## config.mk

```make
export PLATFORM = sky130hd
export DESIGN_NAME = imuca_div
export DESIGN_NICKNAME = d
export VERILOG_FILES = /design/src/hw/rtl/imuca_pkg.sv /design/src/hw/rtl/imuca_div.sv
export SDC_FILE = /design/constraint.sdc
export NUM_CORES = 1
export LEC_CHECK = 0
export BUFFER_PORTS_ARGS = -buffer_cell sky130_fd_sc_hd__buf_2
export CORE_UTILIZATION = 62
export DETAILED_ROUTE_END_ITERATION = 7
export GPL_TIMING_DRIVEN = 0
export HOLD_SLACK_MARGIN = 0.1
export PLACE_DENSITY = 0.84
export SLEW_MARGIN = 20
export SYNTH_ARGS = -nofsm -noshare
export SYNTH_HDL_FRONTEND = slang
export SYNTH_SLANG_ARGS = --single-unit
export TNS_END_PERCENT = 20
```

## constraint.sdc

```tcl
create_clock -name clk -period 16.6 [get_ports clk]
set_input_delay 0.83 -clock clk [delete_from_list [all_inputs] [get_ports clk]]
set_output_delay 0.83 -clock clk [all_outputs]
set_load 0.02 [all_outputs]
```

## src/hw/rtl/imuca_pkg.sv

```systemverilog
`timescale 1ns / 1ps
package imuca_pkg;

	localparam int RATE_W   = 34;   // raw*scale + offset*256
	localparam int PROD_W   = 50;   // rate * elapsed_ms
	localparam int QUO_W    = 40;   // delta after /1000
	localparam int ACC_W    = 26;   // accel angle with offset
	localparam int MAG_W    = 48;   // |rate * elapsed_ms| < 2^48
	// x/1000 = (x * ceil(2^53/1000)) >> 53, exact for x < 2^50
	localparam int RECIP_W  = 44;
	localparam int RECIP_SH = 53;
	localparam logic [RECIP_W-1:0] RECIP = 44'd9007199254741;

	typedef enum logic [2:0] {
		REG_GOFF_X  = 3'd0,
		REG_GOFF_Y  = 3'd1,
		REG_GOFF_Z  = 3'd2,
		REG_TOFF_R  = 3'd3,
		REG_TOFF_P  = 3'd4,
		REG_BLEND_W = 3'd5,
		REG_GSCALE  = 3'd6
	} reg_idx_t;

	typedef struct packed {
		logic busy;
		logic done;
	} unit_stat_t;

	// atan(2^-i) in Q16.16 degrees
	function automatic logic signed [31:0] atan_q16(input logic [4:0] i);
		logic signed [31:0] a;
		case (i)
			5'd0:    a = 32'sd2949120;
			5'd1:    a = 32'sd1740967;
			5'd2:    a = 32'sd919879;
			5'd3:    a = 32'sd466945;
			5'd4:    a = 32'sd234379;
			5'd5:    a = 32'sd117304;
			5'd6:    a = 32'sd58666;
			5'd7:    a = 32'sd29335;
			5'd8:    a = 32'sd14668;
			5'd9:    a = 32'sd7334;
			5'd10:   a = 32'sd3667;
			5'd11:   a = 32'sd1833;
			5'd12:   a = 32'sd917;
			5'd13:   a = 32'sd458;
			5'd14:   a = 32'sd229;
			5'd15:   a = 32'sd115;
			5'd16:   a = 32'sd57;
			5'd17:   a = 32'sd29;
			5'd18:   a = 32'sd14;
			5'd19:   a = 32'sd7;
			5'd20:   a = 32'sd4;
			5'd21:   a = 32'sd2;
			5'd22:   a = 32'sd1;
			default: a = 32'sd0;
		endcase
		return a;
	endfunction

	function automatic logic signed [31:0] sat32(input logic signed [63:0] v);
		logic signed [31:0] r;
		if (v > 64'sh0000_0000_7FFF_FFFF)
			r = 32'sh7FFF_FFFF;
		else if (v < -64'sh0000_0000_8000_0000)
			r = 32'sh8000_0000;
		else
			r = v[31:0];
		return r;
	endfunction

endpackage

```

## src/hw/rtl/imuca_div.sv

```systemverilog
`timescale 1ns / 1ps
module imuca_div (
	input  logic                                  clk,
	input  logic                                  arst_n,
	input  logic                                  start,
	input  logic signed [imuca_pkg::PROD_W-1:0]   dividend,
	output logic signed [imuca_pkg::QUO_W-1:0]    quo,
	output imuca_pkg::unit_stat_t                 stat
);

	localparam int MW  = imuca_pkg::MAG_W;
	localparam int QW  = imuca_pkg::QUO_W;
	localparam int HW  = imuca_pkg::MAG_W / 2;
	localparam int RH  = imuca_pkg::RECIP_W / 2;
	localparam int ACW = imuca_pkg::MAG_W + imuca_pkg::RECIP_W;

	logic [MW-1:0]    mag_q;
	logic [ACW-1:0]   acc_q;
	logic [ACW-1:0]   term;
	logic [HW-1:0]    mop;
	logic [RH-1:0]    rop;
	logic [HW+RH-1:0] part;
	logic [QW-2:0]    q;
	logic [1:0]       cnt_q;
	logic             neg_q, busy_q, done_q;
	logic [imuca_pkg::PROD_W-1:0] mag;

	assign mag  = dividend[imuca_pkg::PROD_W-1] ? -dividend : dividend;
	assign mop  = cnt_q[1] ? mag_q[MW-1:HW] : mag_q[HW-1:0];
	assign rop  = cnt_q[0] ? imuca_pkg::RECIP[imuca_pkg::RECIP_W-1:RH]
	                       : imuca_pkg::RECIP[RH-1:0];
	assign part = mop * rop;

	always_comb begin
		case (cnt_q)
			2'd0:    term = ACW'(part);
			2'd1:    term = ACW'(part) << RH;
			2'd2:    term = ACW'(part) << HW;
			default: term = ACW'(part) << (HW + RH);
		endcase
	end

	always_ff @(posedge clk or negedge arst_n) begin
		if (!arst_n) begin
			busy_q <= 1'b0;
			done_q <= 1'b0;
			cnt_q  <= '0;
		end else begin
			done_q <= 1'b0;
			if (start) begin
				busy_q <= 1'b1;
				cnt_q  <= '0;
			end else if (busy_q) begin
				cnt_q <= cnt_q + 2'd1;
				if (cnt_q == 2'd3) begin
					busy_q <= 1'b0;
					done_q <= 1'b1;
				end
			end
		end
	end

	// magnitude times the reciprocal, one partial product per cycle
	always_ff @(posedge clk) begin
		if (start) begin
			mag_q <= mag[MW-1:0];
			acc_q <= '0;
			neg_q <= dividend[imuca_pkg::PROD_W-1];
		end else if (busy_q) begin
			acc_q <= acc_q + term;
		end
	end

	assign q         = acc_q[imuca_pkg::RECIP_SH +: QW-1];
	assign quo       = neg_q ? -$signed({1'b0, q}) : $signed({1'b0, q});
	assign stat.busy = busy_q;
	assign stat.done = done_q;

endmodule

```

==> results_dict.tcl, run 1 <==
set metrics [dict create \
    outcome "finished with violations" \
    violations "design-rule violations" \
    fin_skew_ns 0.01618 \
    antenna_left 0 \
    fin_crit_sh_pct 96.40 \
    grt_start_max_net_pins 34 \
    final_common_cell "inv_1" \
    fin_nets 3870 \
    grt_overflow 0 \
    synthArstFlopShare_pct 2.759 \
    syn_inst 3079 \
    use_met3_pct 11.08 \
    wl_per_cell_um 21.96 \
    hold_buffers 0 \
    period_needed_ns 16.00 \
    htreeDepth 4 \
    drt_iter0_markers 2345 \
    drc 4 \
    antenna_found_initial 2 \
    syn_area_mm2 0.02596 \
    grt_pass1_vias 22627 \
    cts_root_buf "clkbuf_16" \
    num_vias 23078 \
    slew_headroom_pct 23.08 \
    critPathLaunchType "register" \
    path_clk_slew_ns 0.08 \
    area_delta_synth_final_pct 7.105 \
    critical_path_buf_inv_count 12 \
    start_util_pct 63.28 \
    first_pass_iters 8 \
    gr-usage-met1_pct 52.41 \
    tightest_slew_ns 1.122 \
    ys_types 69 \
    slowest_stage "mux2i_2" \
    die-area_mm2 0.04269 \
    yosysSeqAreaShare_pct 13.15 \
    core_area_mm2 0.04102 \
    yosys_warnings 0 \
    numClockSinks 145 \
    finalSetupViolCount 0 \
    fp.dieH_um 206.6 \
    cp_max_fo 10 \
    worstPathRequired_ns 16.98 \
    grt_use_met2_pct 60.25 \
    dpl.hpwl_um 68680 \
    min_path_type "in2async" \
    path_class "reg2reg" \
    wl_um 82180 \
    cp-end-kind "register" \
    rsz0062_at_grt "no" \
    ys_ff_latch 145 \
    dp_slack_ns 0.7194 \
    die_x_um 206.6 \
    layout_common_cells "493 x inv_1, 369 x ha_1, 253 x fa_1" \
    gp_congestion 1.078 \
    max_freq_ghz 0.06249 \
    grtUsageTotal_pct 39.10 \
    clk_latency_ns 0.50 \
    grt.busiest_layer "met2" \
    synth_edf_count 49 \
    syn_area_per_cell_um2 8.430 \
    drive_above_1_share_pct 5.517 \
    numCtsBuffers 17 \
    synthFlopType "dfxtp_1" \
    cp.arrival_ns 16.38 \
    maxCapViolCount 0 \
    rows 74 \
    maxSlewViolCount 0 \
    finalHoldViolCount 0 \
    vias_per_cell 6.167 \
    clock_tree.buffer_depth 2 \
    portBuffers 93 \
    finalSetupTns_ns 0 \
    ios 95 \
    max_stage_delay_ns 0.85 \
    path_delay_family "compound AO/OA/AOI/OAI gates" \
    tritoncts "yes" \
    grt_pass1_wl_um 125300 \
    postCtsSetupRepairBufs 0 \
    utilization_pct 67.78 \
    setup_slack_ns 0.5976 \
]
-- area by class of cell --
type                       count  area, µm²
tap                          532      665.6
inverter                     494       1854
clock inverter                15      187.7
buffer                       141      540.5
clock buffer                  17      425.4
timing repair buffer          95      495.5
sequential                   145       3413
multi-input combinational   2301      20210
antenna                        2      5.005
fill                        3393      13220
-- synthesized netlist by cell type, types with 7 or more instances --
| library cell | number | area share [%] |
|---|---|---|
| o21ai_0 | 123 | 2.4 |
| mux2i_1 | 78 | 3.0 |
| o21bai_1 | 28 | 0.81 |
| nand2_1 | 191 | 2.8 |
| dfxtp_1 | 92 | 7.1 |
| nand2b_1 | 13 | 0.31 |
| inv_1 | 493 | 7.1 |
| fa_1 | 253 | 20 |
| edfxtp_1 | 49 | 5.7 |
| clkbuf_1 | 131 | 1.9 |
| nor2_1 | 246 | 3.6 |
| buf_1 | 7 | 0.10 |
| nor3_1 | 27 | 0.52 |
| a31oi_1 | 18 | 0.43 |
| or3_1 | 22 | 0.53 |
| and2_1 | 30 | 0.72 |
| xnor2_1 | 165 | 5.6 |
| o221ai_1 | 14 | 0.47 |
| a21o_1 | 120 | 3.5 |
| a211oi_1 | 13 | 0.38 |
| xor2_1 | 67 | 2.3 |
| a221oi_1 | 20 | 0.67 |
| nand3_1 | 27 | 0.52 |
| or4_1 | 15 | 0.43 |
| and3_1 | 8 | 0.19 |
| or2_2 | 15 | 0.36 |
| o41ai_1 | 14 | 0.47 |
| nand4_1 | 56 | 1.3 |
| nor4_1 | 7 | 0.17 |
| nor2b_1 | 11 | 0.27 |
| a21oi_1 | 197 | 3.8 |
| o211ai_1 | 10 | 0.29 |
| nand3b_1 | 7 | 0.20 |
| o21a_1 | 14 | 0.40 |
| o31ai_1 | 33 | 0.95 |
| ha_1 | 369 | 18 |
-- metrics by stage --
stage | hold slack (ns) | instance area (µm²) | cells
global route | 0.1380 | 27800 | 3740
detailed placement | 0.4559 | 27160 | 3708
global placement | 0.4414 | 27090 | 3706
floorplan | 0.4315 | 25960 | 3081
finish | 0.1506 | 27800 | 3742
CTS | 0.1304 | 27780 | 3740
-- metal layers --
metal	vias up	wire length, µm	share of wire, %
li1	10650	-	-
met1	11154	35060	43
met2	1093	36210	44
met3	177	8343	10
met4	4	2460	3.0
met5	-	111	0.14
-- logic make-up (layout without fill, tap and decap cells) --
group           Yosys count  count (layout)  share of synthesized area [%]
buf+inv                 635             762                          9.226
fa+ha+maj               622             622                          37.30
xor+xnor                232             232                          7.828
compound gates          673             673                          16.89
flops                   145             145                          13.15
other cells               1               5                        0.01445
simple gates            693             693                          12.59
mux                      78              78                          3.008
-- path summary, 6_finish.rpt --
check / startpoint / endpoint / slack [ns] / cells after the start
hold reg to reg: acc_q[48] / acc_q[48] / 0.48 / 2
max in group asynchronous: arst_n / done_q / 16.28 / 1
min in group clk: acc_q[48] / acc_q[48] / 0.48 / 2
setup reg to reg: cnt_q[1] / acc_q[86] / 0.60 / 45
hold / removal: arst_n / cnt_q[1] / 0.15 / 1
setup / recovery: cnt_q[1] / acc_q[86] / 0.60 / 45
-- worst register-to-register path: cells and delay by family, from the launching register on --
family / cells / cell delay (ns)
AOI/OAI and AO/OA: 16 / 5.21
xor gates and xnor gates: 1 / 0.23
adders and majority gates: 9 / 4.06
buffers and inverters: 12 / 3.48
DFF: 1 / 0.48
muxes: 1 / 0.86
and+or+nand+nor: 6 / 1.60
-- flip-flops by register name, indices dropped and copies added, names as in the netlist --
register and count:
busy_q 1, done_q 1, neg_q 1, mag_q 48, cnt_q 2, acc_q 92
-- what timing repair did --
action,4_1_cts,5_1_grt
hold endpoints to repair,0,0
gates resized for setup,0,3
setup endpoints to repair,0,2
Power of run 1 is not shown: default switching activity piles up to over one toggle a cycle in this logic, so the estimate is an artifact.
==> run 2: changes to the inputs <==
--- a/config.mk
+++ b/config.mk
@@ -6,7 +6,7 @@
 export NUM_CORES = 1
 export LEC_CHECK = 0
 export BUFFER_PORTS_ARGS = -buffer_cell sky130_fd_sc_hd__buf_2
-export CORE_UTILIZATION = 62
+export CORE_UTILIZATION = 59
 export DETAILED_ROUTE_END_ITERATION = 7
 export GPL_TIMING_DRIVEN = 0
 export HOLD_SLACK_MARGIN = 0.1
==> constraint.sdc (replaced) <==
create_clock -name clk -period 14 [get_ports clk]
set_input_delay 0.7 -clock clk [delete_from_list [all_inputs] [get_ports clk]]
set_output_delay 0.7 -clock clk [all_outputs]
set_load 0.02 [all_outputs]
==> run 2 against run 1 <==
  * The run still ends with design-rule violations left
  * Final cell count rose by 1.6%
  * Register-to-register slack got worse by 0.47 ns
  * Largest cell class unchanged
  * Sequential cell count did not move
  * Non-clock buffer count rose by 10
  * Worst setup slack got worse by 0.47 ns
  * Count of clock-buffer cells in the layout rose by 4
  * Via count rose by 1.5%
==> results_dict.tcl, run 2 (synthesized netlist as in run 1, its figures left out) <==
set metrics [dict create \
    outcome "finished with violations" \
    violations "design-rule violations" \
    cts_root_buf "clkbuf_16" \
    num_vias 23426 \
    slowest_stage "nor4_1" \
    start_util_pct 59.99 \
    cp_max_fo 10 \
    drc 18 \
    rrSetupSlack_ns 0.13 \
    numCtsBuffers 17 \
    numClockSinks 145 \
    worstPathRequired_ns 14.39 \
    die-area_mm2 0.04484 \
    grt_start_max_net_pins 55 \
    wl_um 79850 \
    slew_headroom_pct 23.87 \
    drive_above_1_share_pct 6.215 \
    antennaDiodeCount 0 \
    antenna_found_initial 0 \
    grt_pass1_wl_um 122600 \
    dr_wl_met3_um 7784 \
    rows 76 \
    final_common_cell "inv_1" \
    clk_latency_ns 0.51 \
    grtUsageTotal_pct 35.94 \
    fin_crit_sh_pct 99.09 \
    max_stage_delay_ns 0.88 \
    wl_met1_um 31470 \
    wl_per_cell_um 21.00 \
    cp-end-kind "register" \
    critPathLaunchType "register" \
    cp.arrival_ns 14.27 \
    min_path_type "in2reg" \
    crit_top_cell "fa_1" \
    reg2reg_depth 40 \
    wl_met2_um 35650 \
    r2r-start "cnt_q[1]" \
    num-fill-cells 3538 \
    core_area_mm2 0.04327 \
    htreeDepth 4 \
    tritoncts "yes" \
    max_freq_ghz 0.07208 \
    tightest_slew_ns 1.110 \
    finalSetupViolCount 0 \
    largest_registers "acc_q: 92 flops, mag_q: 48 flops, cnt_q: 2 flops" \
    drt_iter0_markers 2472 \
    fin_nets 3880 \
    finalSetupTns_ns 0 \
    r2r-end "acc_q[91]" \
    top_layer "met4" \
    finalHoldViolCount 0 \
    path_class "reg2reg" \
    crit_start "cnt_q[1]" \
    layout_common_cells "493 x inv_1, 369 x ha_1, 253 x fa_1" \
    path_clk_slew_ns 0.08 \
    largest_reg_flops 92 \
    vias_per_cell 6.160 \
    portBuffers 93 \
    endpoint "acc_q[91]" \
    antenna_left 0 \
    fp.dieH_um 211.7 \
    grt_pass1_vias 22693 \
    area_delta_synth_final_pct 8.291 \
    fin_skew_ns 0.02457 \
    die_x_um 211.7 \
    grt_overflow 0 \
    gp_congestion 1.056 \
    first_pass_iters 8 \
    maxSlewViolCount 0 \
    maxCapViolCount 0 \
    clock_tree.buffer_depth 2 \
    ios 95 \
    dpl.hpwl_um 63910 \
    period_needed_ns 13.87 \
    top_register "acc_q" \
]
-- run 2: metal layers --
metal	track usage, %	vias up
met1	45.14	11073
met2	57.54	1337
met5	0	-
met4	19.67	0
met3	7.803	330
li1	-	10686
-- run 2: worst min-delay path by stage --
stage	depth (start not counted)	start	end	slack, ns
floorplan	0	arst_n	busy_q	0.40
detailed placement	2	acc_q[34]	acc_q[34]	0.46
CTS	1	dividend[0]	mag_q[0]	0.39
global placement	2	acc_q[34]	acc_q[34]	0.45
finish	1	dividend[0]	mag_q[0]	0.41
global route	1	dividend[0]	mag_q[0]	0.40
-- run 2: cell type report --
cell class / instances / area, µm² / area share [%]
buffer: 140 / 545.5 / 1.941
clock buffer: 21 / 503.0 / 1.789
clock inverter: 11 / 135.1 / 0.4807
inverter: 494 / 1854 / 6.597
multi-input combinational: 2301 / 20340 / 72.38
sequential: 145 / 3413 / 12.14
tap: 585 / 732.0 / 2.604
timing repair buffer: 106 / 580.6 / 2.065
-- run 2: metrics by stage --
stage / hold slack [ns] / instance area [µm²] / setup slack [ns] / util, % / instances
after detailed placement: 0.4600 / 27180 / -1.806 / 62.82 / 3759
after floorplan: 0.4044 / 25960 / 2.267 / - / 3081
after global placement: 0.4487 / 27160 / -2.020 / 62.78 / 3759
after CTS: 0.3931 / 27900 / 0.001502 / 64.49 / 3792
final: 0.4065 / 28110 / 0.1268 / 64.97 / 3803
after global routing: 0.4043 / 28110 / -0.1278 / 64.97 / 3803
-- run 2: what timing repair did --
| action | CTS | global route |
|---|---|---|
| endpoints found under the hold margin | 4 | 0 |
| hold buffers | 1 | 0 |
| setup endpoints to repair | 28 | 16 |
| resized for setup | 20 | 17 |
| setup buffers | 0 | 12 |
-- run 2: critical path, delay by kind of cell, from the launching register on --
kind / cells / cell delay [ns]
compound gates: 13 / 4.01
mux: 1 / 0.62
flops: 1 / 0.49
fa+ha+maj: 9 / 3.96
xor+xnor: 2 / 0.98
buf+inv: 8 / 1.54
simple gates: 7 / 2.12
Power of run 2 is left out for the same reason.
