File: src/hw/rtl/imuca_pkg.sv
`timescale 1ns / 1ps
package imuca_pkg;

	localparam int RATE_W   = 34;   // raw*scale + offset*256
	localparam int PROD_W   = 50;   // rate * elapsed_ms
	localparam int QUO_W    = 40;   // delta after /1000
	localparam int ACC_W    = 26;   // accel angle with offset
	localparam int MAG_W    = 48;   // |rate * elapsed_ms| < 2^48
	// x/1000 = (x * ceil(2^53/1000)) >> 53, exact for x < 2^50
	localparam int RECIP_W  = 44;
	localparam int RECIP_SH = 53;
	localparam logic [RECIP_W-1:0] RECIP = 44'd9007199254741;

	typedef enum logic [2:0] {
		REG_GOFF_X  = 3'd0,
		REG_GOFF_Y  = 3'd1,
		REG_GOFF_Z  = 3'd2,
		REG_TOFF_R  = 3'd3,
		REG_TOFF_P  = 3'd4,
		REG_BLEND_W = 3'd5,
		REG_GSCALE  = 3'd6
	} reg_idx_t;

	typedef struct packed {
		logic busy;
		logic done;
	} unit_stat_t;

	// atan(2^-i) in Q16.16 degrees
	function automatic logic signed [31:0] atan_q16(input logic [4:0] i);
		logic signed [31:0] a;
		case (i)
			5'd0:    a = 32'sd2949120;
			5'd1:    a = 32'sd1740967;
			5'd2:    a = 32'sd919879;
			5'd3:    a = 32'sd466945;
			5'd4:    a = 32'sd234379;
			5'd5:    a = 32'sd117304;
			5'd6:    a = 32'sd58666;
			5'd7:    a = 32'sd29335;
			5'd8:    a = 32'sd14668;
			5'd9:    a = 32'sd7334;
			5'd10:   a = 32'sd3667;
			5'd11:   a = 32'sd1833;
			5'd12:   a = 32'sd917;
			5'd13:   a = 32'sd458;
			5'd14:   a = 32'sd229;
			5'd15:   a = 32'sd115;
			5'd16:   a = 32'sd57;
			5'd17:   a = 32'sd29;
			5'd18:   a = 32'sd14;
			5'd19:   a = 32'sd7;
			5'd20:   a = 32'sd4;
			5'd21:   a = 32'sd2;
			5'd22:   a = 32'sd1;
			default: a = 32'sd0;
		endcase
		return a;
	endfunction

	function automatic logic signed [31:0] sat32(input logic signed [63:0] v);
		logic signed [31:0] r;
		if (v > 64'sh0000_0000_7FFF_FFFF)
			r = 32'sh7FFF_FFFF;
		else if (v < -64'sh0000_0000_8000_0000)
			r = 32'sh8000_0000;
		else
			r = v[31:0];
		return r;
	endfunction

endpackage

File: src/hw/rtl/imuca_cordic.sv
`timescale 1ns / 1ps
module imuca_cordic #(
	parameter int STEPS = 16
) (
	input  logic                   clk,
	input  logic                   arst_n,
	input  logic                   start,
	input  logic signed [16:0]     num,
	input  logic [15:0]            den,
	output logic signed [31:0]     angle,
	output imuca_pkg::unit_stat_t  stat
);

	localparam int CW = $clog2(STEPS);
	localparam int XW = 36;

	logic signed [XW-1:0] x_q, y_q, dx, dy;
	logic signed [31:0]   z_q, a;
	logic [CW-1:0]        cnt_q;
	logic                 busy_q, done_q, zero_q;

	assign dx = y_q >>> cnt_q;
	assign dy = x_q >>> cnt_q;
	assign a  = imuca_pkg::atan_q16(5'(cnt_q));

	always_ff @(posedge clk or negedge arst_n) begin
		if (!arst_n) begin
			busy_q <= 1'b0;
			done_q <= 1'b0;
			cnt_q  <= '0;
		end else begin
			done_q <= 1'b0;
			if (start) begin
				busy_q <= 1'b1;
				cnt_q  <= '0;
			end else if (busy_q) begin
				cnt_q <= cnt_q + CW'(1);
				if (cnt_q == CW'(STEPS - 1)) begin
					busy_q <= 1'b0;
					done_q <= 1'b1;
				end
			end
		end
	end

	// vectoring mode: drive y toward zero, accumulate the angle in z
	always_ff @(posedge clk) begin
		if (start) begin
			x_q    <= XW'(den) <<< 14;
			y_q    <= XW'(num) <<< 14;
			z_q    <= '0;
			zero_q <= (num == '0);
		end else if (busy_q) begin
			if (!y_q[XW-1]) begin
				x_q <= x_q + dx;
				y_q <= y_q - dy;
				z_q <= z_q + a;
			end else begin
				x_q <= x_q - dx;
				y_q <= y_q + dy;
				z_q <= z_q - a;
			end
		end
	end

	assign angle     = zero_q ? 32'sd0 : z_q;
	assign stat.busy = busy_q;
	assign stat.done = done_q;

endmodule

File: config.mk
export PLATFORM = sky130hd
export DESIGN_NAME = imuca_cordic
export DESIGN_NICKNAME = d
export VERILOG_FILES = /design/src/hw/rtl/imuca_pkg.sv /design/src/hw/rtl/imuca_cordic.sv
export SDC_FILE = /design/constraint.sdc
export NUM_CORES = 1
export LEC_CHECK = 0
export BUFFER_PORTS_ARGS = -buffer_cell sky130_fd_sc_hd__buf_2
export CAP_MARGIN = 20
export CORE_UTILIZATION = 65
export DETAILED_ROUTE_END_ITERATION = 12
export HOLD_SLACK_MARGIN = 0.06
export PLACE_DENSITY = 0.87
export SETUP_SLACK_MARGIN = 0.15
export SKIP_LAST_GASP = 1
export SYNTH_ARGS = -nofsm -noshare
export SYNTH_HDL_FRONTEND = slang
export SYNTH_SLANG_ARGS = --single-unit
File: constraint.sdc
create_clock -name clk -period 7.9 [get_ports clk]
set_input_delay 1.185 -clock clk [delete_from_list [all_inputs] [get_ports clk]]
set_output_delay 1.185 -clock clk [all_outputs]
set_load 0.01 [all_outputs]
==> results of run 1 <==
critical path, cell delays in order, from the launching register on:
cell,delay [ns]
dfrtp_4,1.06
buf_4,0.51
mux4_1,0.40
mux2_2,0.30
mux2i_1,0.36
o21ai_0,0.31
nor3_1,0.59
a21oi_1,0.17
xor2_1,0.18
ha_1,0.24
a21oi_1,0.23
nor2b_1,0.08
nor3_1,0.21
o21ai_0,0.12
a41o_1,0.24
a41oi_1,0.41
o21ai_0,0.23
a31oi_1,0.25
xor2_1,0.12
a211o_1,0.30
nand2_1,0.05
worst min-delay path by stage:
stage	cells past startpoint	slack, ns	start	endpoint
after global placement	2	0.47	z_q[0]	z_q[0]
after global routing	2	0.51	z_q[17]	z_q[17]
final	2	0.49	z_q[16]	z_q[16]
after detailed placement	2	0.48	z_q[30]	z_q[30]
after floorplan	2	0.44	z_q[21]	z_q[21]
after CTS	2	0.49	z_q[30]	z_q[30]
state kept, by name (all words and copies together), names as in the netlist:
| register | flops |
|---|---|
| y_q | 36 |
| x_q | 36 |
| z_q | 32 |
| zero_q | 1 |
| done_q | 1 |
| busy_q | 1 |
| cnt_q | 4 |
final cells by class:
cell class,count,area (sq um),area share
multi-input combinational,1625,12100,0.749
sequential,111,2650,0.164
timing repair buffer,88,531,0.0327
tap,319,399,0.0246
clock buffer,10,239,0.0147
inverter,45,169,0.0104
clock inverter,6,83.8,0.00517
synth_stat cells, drive strengths merged (10+ instances only):
| cell type | instances |
|---|---|
| edfxtp | 39 |
| or3 | 10 |
| inv | 43 |
| nand2b | 15 |
| and2 | 10 |
| nand3 | 28 |
| clkbuf | 60 |
| a21o | 38 |
| mux2 | 12 |
| nor2b | 53 |
| and3 | 20 |
| mux2i | 96 |
| buf | 54 |
| xnor2 | 104 |
| o21a | 15 |
| o21ai | 136 |
| nand4 | 11 |
| ha | 114 |
| nor3 | 51 |
| nand2 | 206 |
| a211oi | 21 |
| dfxtp | 66 |
| o21bai | 16 |
| nor2 | 201 |
| xor2 | 70 |
| a21oi | 165 |
| nor4 | 10 |
| mux4 | 87 |
| a31oi | 31 |
per-layer routing:
layer  up-vias  global-route usage
li1       6921                   -
met1      6923               0.488
met2       823               0.556
met3       110              0.0678
met4         0               0.123
met5         -                   0
metrics by stage:
stage                     std cells  instance area, sq um  hold WS, ns  worst slack, ns
after floorplan                1895                 15500        0.441             1.53
after global placement         2186                 15800        0.466             1.48
after detailed placement       2186                 15800        0.475             1.22
after CTS                      2202                 16200        0.489             1.16
after global routing           2204                 16200        0.509            0.966
final                          2204                 16200        0.485             1.42
cell families (layout without fill, tap and decap cells):
family                   after synthesis  count (layout)  synth area share
XOR/XNOR                             174             174            0.0990
adder cells (fa/ha/maj)              117             117            0.0961
AO/OA/AOI/OAI                        502             502             0.196
buffers and inverters                159             149            0.0451
multiplexers                         195             195             0.200
flip-flops                           111             111             0.171
AND/OR/NAND/NOR                      637             637             0.192
==> Implementation_results.wiki, run 1 <==
{| class="wikitable"
! Metric !! Value
|-
| Crit-path max FO || 86
|-
| Biggest area consumer among synthesized cells || mux4_2
|-
| Clock root buffer || clkbuf_16
|-
| Die outline width || 156 um
|-
| Post-CTS sizing || 0
|-
| Number of flops mapped to enable cells by yosys || 39
|-
| Die Y-Extent || between 150 and 200 um
|-
| Met1 layer wirelength in the final routing || around 18,000 um
|-
| Antenna violation net count after detailed routing || 0
|-
| Starting density of the core || 0.661
|-
| Number of buffers inserted by post-CTS setup repair || 0
|-
| Wire length per cell || 19.5 um
|-
| Worst r2r src || cnt_q[3]
|-
| Max Clock Freq || 0.154 GHz
|-
| Ys Warns || 0
|-
| Post-synthesis sequential element count || 111
|-
| Core area || between 20,000 and 25,000 sq um
|-
| Routed wl met3 || ~4600 um
|-
| Worst Clk Skew || 0.0135 ns
|-
| Nature of the critical path endpoint || flip-flop
|-
| Min Tclk post-route || ~6.5 ns
|-
| Leftover overflow at the end of global routing || 0
|-
| Reg2Reg Capture Point || x_q[35]
|-
| Number of buffers added by the clock tree synthesis step || 9
|-
| Worst EP arrival || between 6 and 7 ns
|-
| Worst-Skew Late Latency || between 0.3 and 0.4 ns
|-
| Number of hold violations in the final report || 0
|-
| Main area contributors after synthesis || mux4_2 (11%), ha_1 (9.2%), dfxtp_1 (8.5%), edfxtp_1 (7.6%), mux2i_1 (6.2%)
|-
| Post-synthesis cell count || ~1,900
|-
| Net count, final || slightly above 2,000
|-
| Sum Neg Setup Slack || 0 ns
|-
| RePlAce Congestion || approximately 0.99
|-
| Total number of clock tree sinks || 111
|-
| Pin count of the biggest net entering global routing || a little under 90
|-
| RSZ-0062 raised after global routing || no
|-
| Total of fill cells in the finished design || about 1,900
|-
| CP Class || reg2reg
|-
| Most frequent cells in the layout || nand2_1 (206), nor2_1 (201), a21oi_1 (165)
|-
| H-tree levels || 3
|-
| Seq/Total Area, Yosys || 0.171
|-
| Unique masters post-synth || 85
|-
| Tcrit/Tclk final || 0.820
|-
| Fraction of layout cells with a size suffix above 1 || 0.115
|-
| Final setup violation count || 0
|-
| Most common cell after layout, fill and taps aside || nand2_1
|-
| Number of I/O pins || 70
|-
| Pre-antenna DRT Iters || 5
|-
| Fraction of registers with async set/reset || 0.0541
|-
| Transition time of the tightest slew-check pin || 1.05 ns
|-
| Number of global-route vias before repair || around 14,000
|-
| Mapped Area || ~15,000 sq um
|-
| Maximum root-to-sink buffer count || 2
|-
| Highest layer used for signal routing || met4
|-
| Number of cells traversed by the worst register-to-register path || 20
|-
| Register clock-pin slew on the reported worst setup and hold paths || around 0.09 ns
|-
| Buffers added on ports || 69
|-
| Global router's overall resource usage || 0.354
|-
| Vias || 14,777
|-
| Total die area || 24,400 sq um
|-
| Mapped Nets || approximately 2,000
|-
| Antenna diode count || 0
|-
| Run status || finished clean
|-
| Antenna violations before repair || 0
|-
| Area grow syn2layout || 4.75%
|-
| Number of violations of the max-capacitance limit || 0
|-
| Final WL || 43,000 um
|-
| Final HPWL from detailed placement || around 32,000 um
|-
| Number of core rows || 56
|-
| Average size of a mapped cell || approximately 8.2 sq um
|-
| Max-slew violations || 0
|-
| Required @ worst endpoint || approximately 8.2 ns
|-
| Share of the core filled with cells in the final layout || 0.693
|-
| Proportion of netlist area held by the largest area contributor || 0.109
|-
| Hold-fix buffer count after cts || 0
|-
| Reg-to-reg slack, setup || ~1.4 ns
|-
| TritonCTS clock tree || done
|-
| Wire length of the first global-routing pass || a little under 70,000 um
|-
| Final routed DRC violation total || 0
|-
| Critical Path End || x_q[35]
|-
| Tightest Hold Check Type || reg2reg
|-
| Worst setup path start || cnt_q[3]
|-
| Slew margin rel. || 0.296
|-
| Leading register cell type out of synthesis || dfxtp_1
|-
| Count of routing violations after the opening detailed-route iteration || 1,833
|-
| Startpoint Class || flip-flop
|-
| Met2 routed WL || ~19,000 um
|-
| Via density per instance || about 6.7
|}
Power of run 1 is left out: the tool's default activity adds up to more than one toggle a clock period on the data nets, which glitch-free logic cannot reach.
==> run 2, diff against run 1 <==
clock period = 6.8 ns   (was 7.9 ns; I/O delays follow)
==> run 2 against run 1 <==
  * Register-to-register slack lost 0.80 ns
  * Critical endpoint unchanged
  * Non-clock buffer count is 9 higher
  * Clock skew increased by 0.0057 ns
  * Cell count increased by 0.41%
  * Maximum frequency increased by 4.8%
  * Global-route usage shrank 0.74 points
==> Implementation_results.wiki, run 2 (synthesized netlist as in run 1, its figures left out) <==
{| class="wikitable"
! Metric !! Value
|-
| Die Y-Extent || 156 um (unchanged)
|-
| Number of hold violations in the final report || 0 (unchanged)
|-
| Register clock-pin slew on the reported worst setup and hold paths || 0.09 ns (about the same)
|-
| Nature of the critical path endpoint || flip-flop (unchanged)
|-
| Antenna violations before repair || 0 (unchanged)
|-
| Number of buffers added by the clock tree synthesis step || 9 (unchanged)
|-
| Critical Path End || x_q[35] (unchanged)
|-
| Pre-antenna DRT Iters || 6 (was 5)
|-
| Number of core rows || 56 (unchanged)
|-
| Worst Clk Skew || 0.0192 ns (was 0.0135 ns)
|-
| Buffers added on ports || 69 (unchanged)
|-
| Number of global-route vias before repair || 13,615 (was 13,784)
|-
| Final setup violation count || 0 (unchanged)
|-
| Most common cell after layout, fill and taps aside || nand2_1 (unchanged)
|-
| TritonCTS clock tree || done (unchanged)
|-
| Die outline width || 156 um (unchanged)
|-
| Sum Neg Setup Slack || 0 ns (unchanged)
|-
| CP Class || reg2reg (unchanged)
|-
| Reg-to-reg slack, setup || 0.62 ns (was 1.42 ns)
|-
| Crit-path max FO || 23 (was 86)
|-
| Via density per instance || 6.74 (was 6.70)
|-
| Net count, final || 2,042 (was 2,033)
|-
| Run status || finished clean (unchanged)
|-
| Worst r2r src || cnt_q[0] (was cnt_q[3])
|-
| Pin count of the biggest net entering global routing || 66 (was 87)
|-
| Total die area || 24,400 sq um (unchanged)
|-
| Final HPWL from detailed placement || 31,600 um (was 31,700 um)
|-
| Vias || 14,907 (was 14,777)
|-
| Required @ worst endpoint || 7.12 ns (was 8.23 ns)
|-
| Tightest Hold Check Type || in2async (was reg2reg)
|-
| RSZ-0062 raised after global routing || no (unchanged)
|-
| Leftover overflow at the end of global routing || 0 (unchanged)
|-
| Number of cells traversed by the worst register-to-register path || 22 (was 20)
|-
| Count of routing violations after the opening detailed-route iteration || 1,972 (was 1,833)
|-
| Number of violations of the max-capacitance limit || 0 (unchanged)
|-
| Global router's overall resource usage || 0.347 (was 0.354)
|-
| Transition time of the tightest slew-check pin || 1.17 ns (was 1.05 ns)
|-
| Core area || 23,400 sq um (unchanged)
|-
| Most frequent cells in the layout || nand2_1 (206), nor2_1 (201), a21oi_1 (165) (unchanged)
|-
| Maximum root-to-sink buffer count || 2 (unchanged)
|-
| Reg2Reg Capture Point || x_q[35] (unchanged)
|-
| Tcrit/Tclk final || 0.909 (was 0.820)
|-
| Final WL || 42,800 um (was 43,000 um)
|-
| Min Tclk post-route || 6.18 ns (was 6.48 ns)
|-
| Wire length of the first global-routing pass || 67,900 um (was 69,500 um)
|-
| H-tree levels || 3 (unchanged)
|-
| Area grow syn2layout || 5.22% (was 4.75%)
|-
| Antenna violation net count after detailed routing || 0 (unchanged)
|-
| Hold-fix buffer count after cts || 0 (unchanged)
|-
| Final routed DRC violation total || 0 (unchanged)
|-
| Max Clock Freq || 0.162 GHz (was 0.154 GHz)
|-
| Fraction of layout cells with a size suffix above 1 || 0.119 (was 0.115)
|-
| Clock root buffer || clkbuf_16 (unchanged)
|-
| Max-slew violations || 0 (unchanged)
|-
| Antenna diode count || 0 (unchanged)
|-
| Starting density of the core || 0.661 (unchanged)
|-
| Worst setup path start || cnt_q[0] (was cnt_q[3])
|-
| Leading registers by flop count || x_q: 36 flops, y_q: 36 flops, z_q: 32 flops (unchanged)
|-
| Worst EP arrival || 6.50 ns (was 6.80 ns)
|-
| Slew margin rel. || 0.217 (was 0.296)
|-
| Startpoint Class || flip-flop (unchanged)
|-
| Number of I/O pins || 70 (unchanged)
|-
| RePlAce Congestion || 0.966 (was 0.985)
|-
| Worst-Skew Late Latency || 0.38 ns (about the same)
|-
| Wire length per cell || 19.4 um (was 19.5 um)
|-
| Total number of clock tree sinks || 111 (unchanged)
|}
==> run 2: cell type report <==
class	instances	area, sq um
Timing Repair Buffer	97	616
Tap cell	319	399
Fill cell	1802	7120
Sequential cell	111	2650
Multi-Input combinational cell	1625	12100
Clock buffer	10	239
Inverter	45	171
Clock inverter	6	70.1
==> run 2: how the worst min path moves through the flow <==
stage	endpoint	cells past startpoint	slack, ns	from
2_1_floorplan	z_q[21]	2	0.44	z_q[21]
3_3_place_gp	z_q[0]	2	0.47	z_q[0]
3_5_place_dp	z_q[0]	2	0.47	z_q[0]
4_1_cts	done_q	1	0.46	arst_n
5_1_grt	done_q	1	0.47	arst_n
6_report	done_q	1	0.46	arst_n
==> run 2: through the flow <==
stage | std cells | instance area, sq um | setup slack, ns | utilization | hold WS, ns
floorplan | 1895 | 15500 | 0.432 | - | 0.441
CTS | 2210 | 16200 | 0.438 | 0.692 | 0.458
global route | 2213 | 16300 | 0.176 | 0.696 | 0.471
global placement | 2194 | 15900 | 0.689 | 0.679 | 0.466
detailed placement | 2194 | 15900 | 0.485 | 0.679 | 0.472
finish | 2213 | 16300 | 0.621 | 0.696 | 0.457
==> run 2: layer usage <==
| layer | part of all wire | wire length (um) | GRT usage | vias up |
|---|---|---|---|---|
| met3 | 0.12 | 5180 | 0.0742 | 127 |
| met1 | 0.40 | 17200 | 0.470 | 6894 |
| met2 | 0.44 | 18900 | 0.537 | 934 |
| met5 | 0 | 0 | 0 | - |
| li1 | - | - | - | 6952 |
| met4 | 0.035 | 1480 | 0.143 | 0 |
==> run 2: worst max-delay path: stages, from the launching register on <==
cell       delay [ns]
dfrtp_4          0.67
buf_6            0.32
buf_4            0.36
mux4_1           0.60
mux2i_1          0.39
mux2_2           0.29
nand4b_1         0.16
nand4bb_1        0.25
or3_1            0.50
nor3_1           0.21
a21oi_1          0.07
o211a_1          0.22
ha_1             0.37
nand3_1          0.15
nor2_1           0.15
nand3_1          0.09
nand3_1          0.11
a41oi_1          0.08
o21ai_0          0.38
a31oi_1          0.17
xor2_1           0.20
a211o_1          0.30
nand2_1          0.05
==> run 2: what timing repair did <==
action                                  CTS  global route
resized for setup                         0             4
endpoints found under the setup margin    0             5
buffers inserted                          0             2
Power of run 2 is left out for the same reason.
