==> src/hw/rtl/imuca_pkg.sv <==
`timescale 1ns / 1ps
package imuca_pkg;

	localparam int RATE_W   = 34;   // raw*scale + offset*256
	localparam int PROD_W   = 50;   // rate * elapsed_ms
	localparam int QUO_W    = 40;   // delta after /1000
	localparam int ACC_W    = 26;   // accel angle with offset
	localparam int MAG_W    = 48;   // |rate * elapsed_ms| < 2^48
	// x/1000 = (x * ceil(2^53/1000)) >> 53, exact for x < 2^50
	localparam int RECIP_W  = 44;
	localparam int RECIP_SH = 53;
	localparam logic [RECIP_W-1:0] RECIP = 44'd9007199254741;

	typedef enum logic [2:0] {
		REG_GOFF_X  = 3'd0,
		REG_GOFF_Y  = 3'd1,
		REG_GOFF_Z  = 3'd2,
		REG_TOFF_R  = 3'd3,
		REG_TOFF_P  = 3'd4,
		REG_BLEND_W = 3'd5,
		REG_GSCALE  = 3'd6
	} reg_idx_t;

	typedef struct packed {
		logic busy;
		logic done;
	} unit_stat_t;

	// atan(2^-i) in Q16.16 degrees
	function automatic logic signed [31:0] atan_q16(input logic [4:0] i);
		logic signed [31:0] a;
		case (i)
			5'd0:    a = 32'sd2949120;
			5'd1:    a = 32'sd1740967;
			5'd2:    a = 32'sd919879;
			5'd3:    a = 32'sd466945;
			5'd4:    a = 32'sd234379;
			5'd5:    a = 32'sd117304;
			5'd6:    a = 32'sd58666;
			5'd7:    a = 32'sd29335;
			5'd8:    a = 32'sd14668;
			5'd9:    a = 32'sd7334;
			5'd10:   a = 32'sd3667;
			5'd11:   a = 32'sd1833;
			5'd12:   a = 32'sd917;
			5'd13:   a = 32'sd458;
			5'd14:   a = 32'sd229;
			5'd15:   a = 32'sd115;
			5'd16:   a = 32'sd57;
			5'd17:   a = 32'sd29;
			5'd18:   a = 32'sd14;
			5'd19:   a = 32'sd7;
			5'd20:   a = 32'sd4;
			5'd21:   a = 32'sd2;
			5'd22:   a = 32'sd1;
			default: a = 32'sd0;
		endcase
		return a;
	endfunction

	function automatic logic signed [31:0] sat32(input logic signed [63:0] v);
		logic signed [31:0] r;
		if (v > 64'sh0000_0000_7FFF_FFFF)
			r = 32'sh7FFF_FFFF;
		else if (v < -64'sh0000_0000_8000_0000)
			r = 32'sh8000_0000;
		else
			r = v[31:0];
		return r;
	endfunction

endpackage

==> src/hw/rtl/imuca_sqrt.sv <==
`timescale 1ns / 1ps
module imuca_sqrt (
	input  logic                   clk,
	input  logic                   arst_n,
	input  logic                   start,
	input  logic [31:0]            n,
	output logic [15:0]            root,
	output imuca_pkg::unit_stat_t  stat
);

	logic [31:0] n_q;
	logic [31:0] root_q;
	logic [31:0] bit_q;
	logic [4:0]  cnt_q;
	logic        busy_q;
	logic        done_q;
	logic [31:0] trial;

	assign trial = root_q + bit_q;

	always_ff @(posedge clk or negedge arst_n) begin
		if (!arst_n) begin
			busy_q <= 1'b0;
			done_q <= 1'b0;
			cnt_q  <= '0;
		end else begin
			done_q <= 1'b0;
			if (start) begin
				busy_q <= 1'b1;
				cnt_q  <= 5'd16;
			end else if (busy_q) begin
				cnt_q <= cnt_q - 5'd1;
				if (cnt_q == 5'd1) begin
					busy_q <= 1'b0;
					done_q <= 1'b1;
				end
			end
		end
	end

	// one result bit per cycle
	always_ff @(posedge clk) begin
		if (start) begin
			n_q    <= n;
			root_q <= '0;
			bit_q  <= 32'h4000_0000;
		end else if (busy_q) begin
			if (n_q >= trial) begin
				n_q    <= n_q - trial;
				root_q <= (root_q >> 1) + bit_q;
			end else begin
				root_q <= root_q >> 1;
			end
			bit_q <= bit_q >> 2;
		end
	end

	assign root      = root_q[15:0];
	assign stat.busy = busy_q;
	assign stat.done = done_q;

endmodule

==> config.mk <==
export PLATFORM = sky130hd
export DESIGN_NAME = imuca_sqrt
export DESIGN_NICKNAME = d
export VERILOG_FILES = /design/src/hw/rtl/imuca_pkg.sv /design/src/hw/rtl/imuca_sqrt.sv
export SDC_FILE = /design/constraint.sdc
export NUM_CORES = 1
export LEC_CHECK = 0
export BUFFER_PORTS_ARGS = -buffer_cell sky130_fd_sc_hd__buf_2
export CORE_MARGIN = 4
export CORE_UTILIZATION = 32
export DETAILED_ROUTE_END_ITERATION = 12
export GPL_TIMING_DRIVEN = 0
export HOLD_SLACK_MARGIN = 0.12
export PLACE_DENSITY = 0.45
export SYNTH_ARGS = -nofsm -noshare
export SYNTH_HDL_FRONTEND = slang
export SYNTH_SLANG_ARGS = --single-unit
==> constraint.sdc <==
create_clock -name clk -period 15.3 [get_ports clk]
set_input_delay 3.06 -clock clk [delete_from_list [all_inputs] [get_ports clk]]
set_output_delay 3.06 -clock clk [all_outputs]
set_load 0.01 [all_outputs]
==> metrics.yaml, run 1 <==
clocking:
  holdBufCountCts: 0
  cts_resized: 0
  ctsLongestPathBuffers: 2
  cts.reportedPaths.clkPinSlew_ps: 70
  cts_root_buf: "clkbuf_16"
  ctsHtreeMaxLevel: 3
  cts_tree: "yes"
  clock_sinks: 87
  post_cts_buffers: 0
  clock_latency_ps: 360
  cts_buffers: 9
power:
  ir_worst_vdd_v: 0.00006935
  power_density_nw_per_um2: 189.8
  leakage_nw: 3.495
global_route:
  grt_pass1_vias: 6775
  grt_overflow: 0
  grt_pass1_wl_um: 39140
  grt_max_degree: 23
  antenna_found_initial: 0
  grt_use_total_pct: 19.08
sta:
  setup_ws_ps: 9097
  maxSlewViolCount: 0
  clock_skew_ps: 8.466
  rsz0062_at_grt: "no"
  max_slew.worst_pin.slew_ps: 1071
  relSlewSlack_pct: 28.22
  fin_crit_sh_pct: 40.54
  period_needed_ps: 6203
  hold_viol: 0
  finalSetupTns_ps: 0
  max_freq_ghz: 0.1612
  final-setup-viol-count: 0
place:
  portBuffers: 51
  dp_slack_ps: 9058
  place.gp.congestion: 0.8526
  dp_hpwl_um: 18900
synth:
  synth_nets: 1018
  syn_inst: 914
  synth_largest_area_cell: "dfxtp_1"
  synthTopCellsByCount: "nand2_1, nor2_1, ha_1"
  ys_seq_elements: 87
  async_flop_share_pct: 8.046
  synth_most_common_cell: "nand2_1"
  syn_avg_cell_area_um2: 8.216
  yosys_warnings: 0
  synth_top_cell_area_share_pct: 12.80
  synth-main-ff-cell: "dfxtp_1"
  synth_edf_count: 32
  netlist-cell-type-count: 73
  seq_area_frac_synth_pct: 27.92
  syn_area_um2: 7510
  synthTopCellsByArea: "dfxtp_1, edfxtp_1, ha_1"
floorplanning:
  pin_count: 53
  die_area_um2: 25980
  initial_core_util_pct: 32.87
  core_area_um2: 22850
  num_rows: 55
  die_h_um: 161.2
  dieWidth_um: 161.2
hold_path:
  hold_path.class: "flop to flop"
setup_path:
  endpoint_kind: "flop"
  r2r_slack_ps: 9100
  path_max_fanout: 22
  path_class: "flop to flop"
  arrival_ps: 6310
  worstSetupStartpointType: "flop"
  cp.required_ps: 15410
drt:
  wire_per_inst_um: 19.18
  drtIter0Drc: 432
  num_vias: 6968
  drt_wl_total_um: 24840
  post_drt_via_cell_ratio: 5.381
  firstDrtPassIters: 5
  drc: 0
  ant_nets: 0
run_status:
  status: "complete, no violations"
cells_and_area:
  drive_gt1_share_pct: 11.91
  syn_to_final_growth_pct: 13.21
  fill_cells: 2507
  layout.nets: 1081
  diodes: 0
run:
  cap_viol_max_count: 0
## final cells by class
class / count / area, µm² / share of cell area, %
Multi-Input combinational cell: 740 / 5012 / 58.96
Sequential cell: 87 / 2097 / 24.67
Tap cell: 313 / 391.6 / 4.606
Buffer: 57 / 299.0 / 3.517
Timing Repair Buffer: 52 / 275.3 / 3.238
Clock buffer: 10 / 250.2 / 2.943
Inverter: 30 / 112.6 / 1.325
Clock inverter: 6 / 63.81 / 0.7506
## through the flow
| stage | util (%) | hold WS (ps) | power [mW] | instances | cell area, µm² |
|---|---|---|---|---|---|
| after CTS | 37.21 | 523.6 | 1.619 | 1295 | 8502 |
| after global routing | 37.21 | 544.5 | 1.753 | 1295 | 8502 |
| after floorplan | - | 477.7 | 1.103 | 914 | 7510 |
| final | 37.21 | 518.2 | 1.613 | 1295 | 8502 |
| after detailed placement | 35.84 | 500.6 | 1.365 | 1279 | 8188 |
| after global placement | 35.70 | 501.8 | 1.367 | 1278 | 8157 |
## critical path, cell delays in order, from the launching register on
cell	delay [ps]
dfxtp_1	450
ha_1	310
a21o_1	190
a31o_2	250
a31o_2	260
a31oi_1	170
o21ai_0	190
a21oi_1	310
mux2i_1	110
a2111oi_0	530
ha_1	410
o21ai_0	230
a21oi_1	90
a21boi_0	660
inv_2	90
o31ai_4	600
and2_4	240
buf_6	150
buf_4	250
o21ai_4	170
buf_12	270
## cells in the final DEF, fill, tap and decap left out, drive strengths merged, types with 32 or more instances in the layout
cell / count
a21oi: 64
buf: 82
clkbuf: 37
dfxtp: 48
edfxtp: 32
ha: 68
inv: 32
nand2: 98
nor2: 91
o21ai: 59
xnor2: 39
## state kept, by name (all words and copies together), names as in the netlist
name,flops
bit_q,16
busy_q,1
n_q,32
done_q,1
cnt_q,5
root_q,32
## power by group
part	switching, mW	internal, mW
combinational	0.590	0.387
sequential	0.0559	0.335
clock	0.108	0.137
total	0.754	0.859
## routing by layer
metal  GRT usage (%)  vias up  wire length (µm)
met1           27.32     3299             12200
met2           31.33      129             11500
met4           4.304        0               308
met3           1.684       19               839
met5               0        -                 0
li1                -     3521                 -
## cell families (layout without fill, tap and decap cells)
group                      count (synthesis)  count (layout)  synth area share (%)
adders and majority gates                 69              69                 11.60
xor gates and xnor gates                  66              66                 7.698
muxes                                     24              24                 3.266
and+or+nand+nor                          287             287                 17.68
DFF                                       87              87                 27.92
buffers and inverters                     87             155                 5.481
AOI/OAI and AO/OA                        294             294                 26.36
## final timing paths
check,from,cells past startpoint,endpoint
max,root_q[2],20,n_q[31]
min in group asynchronous,arst_n,1,done_q
max reg2reg,root_q[2],20,n_q[31]
min,cnt_q[4],2,cnt_q[4]
min reg2reg,cnt_q[4],2,cnt_q[4]
max in group asynchronous,arst_n,1,cnt_q[0]
Power figures use the tool's default switching activity.
==> run 2: changes to the inputs <==
==> constraint.sdc (replaced) <==
create_clock -name clk -period 6.4 [get_ports clk]
set_input_delay 1.28 -clock clk [delete_from_list [all_inputs] [get_ports clk]]
set_output_delay 1.28 -clock clk [all_outputs]
set_load 0.01 [all_outputs]
==> metrics.yaml, run 2 (same netlist as run 1, synthesis figures left out) <==
sta:
  final-setup-viol-count: 0
  finalSetupTns_ps: 0
  maxSlewViolCount: 0
  max_freq_ghz: 0.1659
  clock_skew_ps: 13.02
  period_needed_ps: 6029
  fin_crit_sh_pct: 94.21
  max_slew.worst_pin.slew_ps: 923.7
  hold_viol: 0
  rsz0062_at_grt: "no"
  relSlewSlack_pct: 38.08
  setup_ws_ps: 370.6
cells_and_area:
  drive_gt1_share_pct: 12.02
  final_cells: 1295
  layout_common_cells: "nand2_1, nor2_1, ha_1"
  layout.nets: 1081
  final_common_cell: "nand2_1"
  diodes: 0
  top_regs: "n_q: 32 flops, root_q: 32 flops, bit_q: 16 flops"
  fin_area_um2: 8478
  syn_to_final_growth_pct: 12.90
setup_path:
  regToRegStartpoint: "root_q[2]"
  arrival_ps: 6080
  endpoint_kind: "flop"
  worstSetupStartpointType: "flop"
  path_max_fanout: 24
  r2r_slack_ps: 370
  rr_endpoint: "n_q[11]"
  reg2reg_depth: 19
  path_class: "flop to flop"
  cp.required_ps: 6450
global_route:
  grt_overflow: 0
  grt_use_total_pct: 18.92
  antenna_found_initial: 0
  grt_pass1_vias: 6933
  grt_max_degree: 25
  grt_pass1_wl_um: 38900
power:
  leakage_nw: 3.487
  power_density_nw_per_um2: 449.1
  ir_worst_vdd_v: 0.0001658
  power_mw: 3.807
drt:
  wire_per_inst_um: 19.09
  firstDrtPassIters: 4
  drc: 0
  ant_nets: 0
  drtIter0Drc: 383
  num_vias: 6939
  drt_wl_total_um: 24720
  post_drt_via_cell_ratio: 5.358
clocking:
  cts_buffers: 9
  ctsLongestPathBuffers: 2
  cts_root_buf: "clkbuf_16"
  cts_tree: "yes"
  cts.reportedPaths.clkPinSlew_ps: 70
  clock_latency_ps: 350
  clock_sinks: 87
  post_cts_buffers: 0
  ctsHtreeMaxLevel: 3
hold_path:
  min-delay-start: "root_q[0]"
  hold_path_depth: 2
  whs_endpoint: "root_q[0]"
  hold_path.class: "flop to flop"
floorplanning:
  num_rows: 55
  core_area_um2: 22850
  dieWidth_um: 161.2
  die_h_um: 161.2
  die_area_um2: 25980
  pin_count: 53
  initial_core_util_pct: 32.87
place:
  dpl_cell_area_um2: 8188
  dp_cells: 1279
  dp_hpwl_um: 18810
  portBuffers: 51
  dp_slack_ps: 263.1
  place.gp.congestion: 0.8548
run:
  cap_viol_max_count: 0
run_status:
  status: "complete, no violations"
## run 2: through the flow
stage / util (%) / hold WS (ps)
global placement: 35.70 / 504.3
CTS: 37.10 / 519.8
global route: 37.11 / 531.0
floorplan: - / 477.7
finish: 37.11 / 522.8
detailed placement: 35.84 / 497.2
## run 2: per-layer routing
layer / up-vias / wire [µm] / global-route usage (%)
li1: 3500 / - / -
met1: 3279 / 12310 / 26.47
met2: 125 / 11140 / 30.79
met3: 35 / 735 / 2.118
met4: 0 / 541 / 5.739
met5: - / 0 / 0
## run 2: critical path, cell delays in order, from the launching register on
cell and delay [ps]:
dfxtp_1 450, ha_1 310, a21o_1 180, a31o_2 250, a31o_2 260, a31oi_1 200, o21ai_0 190, a21oi_1 310
mux2i_1 110, a2111oi_0 530, ha_1 320, nand3_2 110, or4_4 540, a311oi_4 490, o31ai_4 230, and2_4 250
buf_6 140, buf_4 210, o21ai_4 360, buf_12 250
## run 2: repair_timing
action                     in CTS  in global routing
setup endpoints to repair       0                 30
hold buffers                    0                  0
resized for setup               0                  3
## run 2: worst max path at each step
| stage | start | to | slack [ps] | cells after the start |
|---|---|---|---|---|
| after floorplan | root_q[0] | n_q[0] | 330 | 19 |
| after global placement | root_q[4] | n_q[29] | -1680 | 17 |
| after detailed placement | root_q[0] | n_q[29] | 260 | 21 |
| after CTS | root_q[0] | n_q[11] | 240 | 21 |
| after global routing | root_q[4] | n_q[30] | 10 | 18 |
| final | root_q[2] | n_q[11] | 370 | 19 |
## run 2: layout make-up
type                            count  area, µm²
Fill cell                        2480      14370
Multi-Input combinational cell    740       5012
Sequential cell                    87       2097
Tap cell                          313      391.6
Buffer                             57      300.3
Timing Repair Buffer               52      275.3
Clock buffer                       11      252.7
Inverter                           30      112.6
Clock inverter                      5      36.28
## run 2: where the power goes
group / switching, mW / leakage [nW] / internal, mW
sequential: 0.133 / 0.806 / 0.801
clock: 0.260 / 0.143 / 0.288
combinational: 1.40 / 2.54 / 0.926
total: 1.79 / 3.49 / 2.02
==> run 3: changes to the inputs <==
--- a/config.mk
+++ b/config.mk
@@ -9,7 +9,6 @@
 export CORE_MARGIN = 4
 export CORE_UTILIZATION = 32
 export DETAILED_ROUTE_END_ITERATION = 12
-export GPL_TIMING_DRIVEN = 0
 export HOLD_SLACK_MARGIN = 0.12
 export PLACE_DENSITY = 0.45
 export SYNTH_ARGS = -nofsm -noshare
==> metrics.yaml, run 3 (same netlist as run 1, synthesis figures left out) <==
sta:
  finalSetupTns_ps: 0
  period_needed_ps: 5687
  whs_ps: 516.7
  clock_skew_ps: 9.303
  max_slew.worst_pin.slew_ps: 939.7
  maxSlewViolCount: 0
  hold_viol: 0
  max_freq_ghz: 0.1758
  fin_crit_sh_pct: 88.86
  rsz0062_at_grt: "no"
  relSlewSlack_pct: 36.78
  final-setup-viol-count: 0
hold_path:
  hold_path.class: "flop to flop"
cells_and_area:
  drive_gt1_share_pct: 11.35
  layout.nets: 1033
  final_common_cell: "nand2_1"
  syn_to_final_growth_pct: 9.913
  top_regs: "n_q: 32 flops, root_q: 32 flops, bit_q: 16 flops"
  diodes: 0
  layout_common_cells: "nand2_1, nor2_1, ha_1"
drt:
  firstDrtPassIters: 5
  post_drt_via_cell_ratio: 5.276
  ant_nets: 0
  num_vias: 6579
  drc: 0
  wire_per_inst_um: 17.16
  drt_wl_total_um: 21400
  drtIter0Drc: 327
global_route:
  grt_overflow: 0
  grt_max_degree: 75
  grt_pass1_vias: 6481
  antenna_found_initial: 0
  grt_use_total_pct: 16.56
  grt_pass1_wl_um: 34870
setup_path:
  startpoint: "root_q[0]"
  cp.required_ps: 6400
  reg2reg_depth: 18
  path_max_fanout: 32
  r2r_slack_ps: 710
  endpoint_kind: "flop"
  arrival_ps: 5690
  worstSetupStartpointType: "flop"
  path_class: "flop to flop"
  setup.worst_path.end: "n_q[30]"
  regToRegStartpoint: "root_q[0]"
  rr_endpoint: "n_q[30]"
clocking:
  cts_tree: "yes"
  ctsHtreeMaxLevel: 3
  post_cts_buffers: 0
  cts_buffers: 9
  clock_latency_ps: 360
  clock_sinks: 87
  cts.reportedPaths.clkPinSlew_ps: 70
  ctsLongestPathBuffers: 2
  cts_root_buf: "clkbuf_16"
power:
  swShare_pct: 46.45
  power_mw: 3.717
  p_clk_share_pct: 14.8
  pwr-share-seq_pct: 25.6
  internal_power_mw: 1.991
  p_switching_mw: 1.727
  power_density_nw_per_um2: 450.4
  combPwrFrac_pct: 59.7
  leakage_nw: 3.368
  ir_worst_vdd_v: 0.0001669
floorplanning:
  dieWidth_um: 161.2
  pin_count: 53
  num_rows: 55
  core_area_um2: 22850
  die_h_um: 161.2
  die_area_um2: 25980
  initial_core_util_pct: 32.87
run:
  cap_viol_max_count: 0
place:
  dp_hpwl_um: 15720
  portBuffers: 52
  place.gp.congestion: 0.8017
run_status:
  status: "complete, no violations"
## run 3: cell types whose count changed in the layout (fill, tap and decap cells not counted), sizes merged
cell	delta
inv	-2
clkinv	+2
buf	-21
clkbuf	-27
## run 3: metal layers
metal | track usage, % | share of wire (%) | vias to the layer above
li1 | - | - | 3408
met1 | 22.05 | 47 | 3059
met2 | 28.03 | 48 | 95
met3 | 2.756 | 3.7 | 17
met4 | 4.188 | 1.4 | 0
met5 | 0 | 0 | -
## run 3: worst min-delay path by stage
stage	slack, ps	end	cells after the start	startpoint
after CTS	520	root_q[0]	2	root_q[0]
after detailed placement	510	cnt_q[4]	2	cnt_q[4]
after global routing	540	cnt_q[4]	2	cnt_q[4]
after global placement	500	cnt_q[4]	2	cnt_q[4]
after floorplan	480	root_q[0]	2	root_q[0]
final	520	root_q[0]	2	root_q[0]
## run 3: critical path: stages (launching register included)
cell and delay (ps):
dfxtp_1 330, ha_1 210, ha_1 200, a21o_1 190, a31o_2 250, a31o_2 260
a31oi_1 180, o21ai_0 170, a21oi_1 290, mux2i_1 110, a2111oi_0 440, ha_1 310
nand3_2 110, or4_4 540, a311oi_4 460, o31ai_4 280, and2_4 360, o21ai_4 140
buf_4 440
## run 3: power by group through the flow
| stage | registers [mW] | logic, mW | clock network (mW) |
|---|---|---|---|
| 3_5_place_dp | 0.968 | 2.21 | 0 |
| 3_3_place_gp | 0.970 | 2.23 | 0 |
| 2_1_floorplan | 0.897 | 1.74 | 0 |
| 5_1_grt | 0.973 | 2.51 | 0.589 |
| 6_report | 0.950 | 2.22 | 0.549 |
| 4_1_cts | 0.958 | 2.23 | 0.569 |
## run 3: what timing repair did
action | in CTS | in global routing
resized for setup | 0 | 1
hold buffers | 0 | 0
endpoints found under the setup margin | 0 | 1
endpoints found under the hold margin | 0 | 0
## run 3: area by class of cell
cell class / count / area, µm²
Fill cell: 2463 / 14590
Multi-Input combinational cell: 740 / 5019
Inverter: 30 / 112.6
Timing Repair Buffer: 61 / 330.3
Clock inverter: 5 / 38.79
Sequential cell: 87 / 2098
Tap cell: 313 / 391.6
Clock buffer: 11 / 264.0
## run 3: per-stage QoR
step                      worst slack, ps  instances  area [µm²]  util (%)
after floorplan                     327.8        914        7510         -
after global placement              625.9       1231        7949     34.79
after detailed placement            499.6       1231        7949     34.79
after CTS                           468.0       1247        8252     36.12
after global routing                196.0       1247        8254     36.13
final                               713.1       1247        8254     36.13
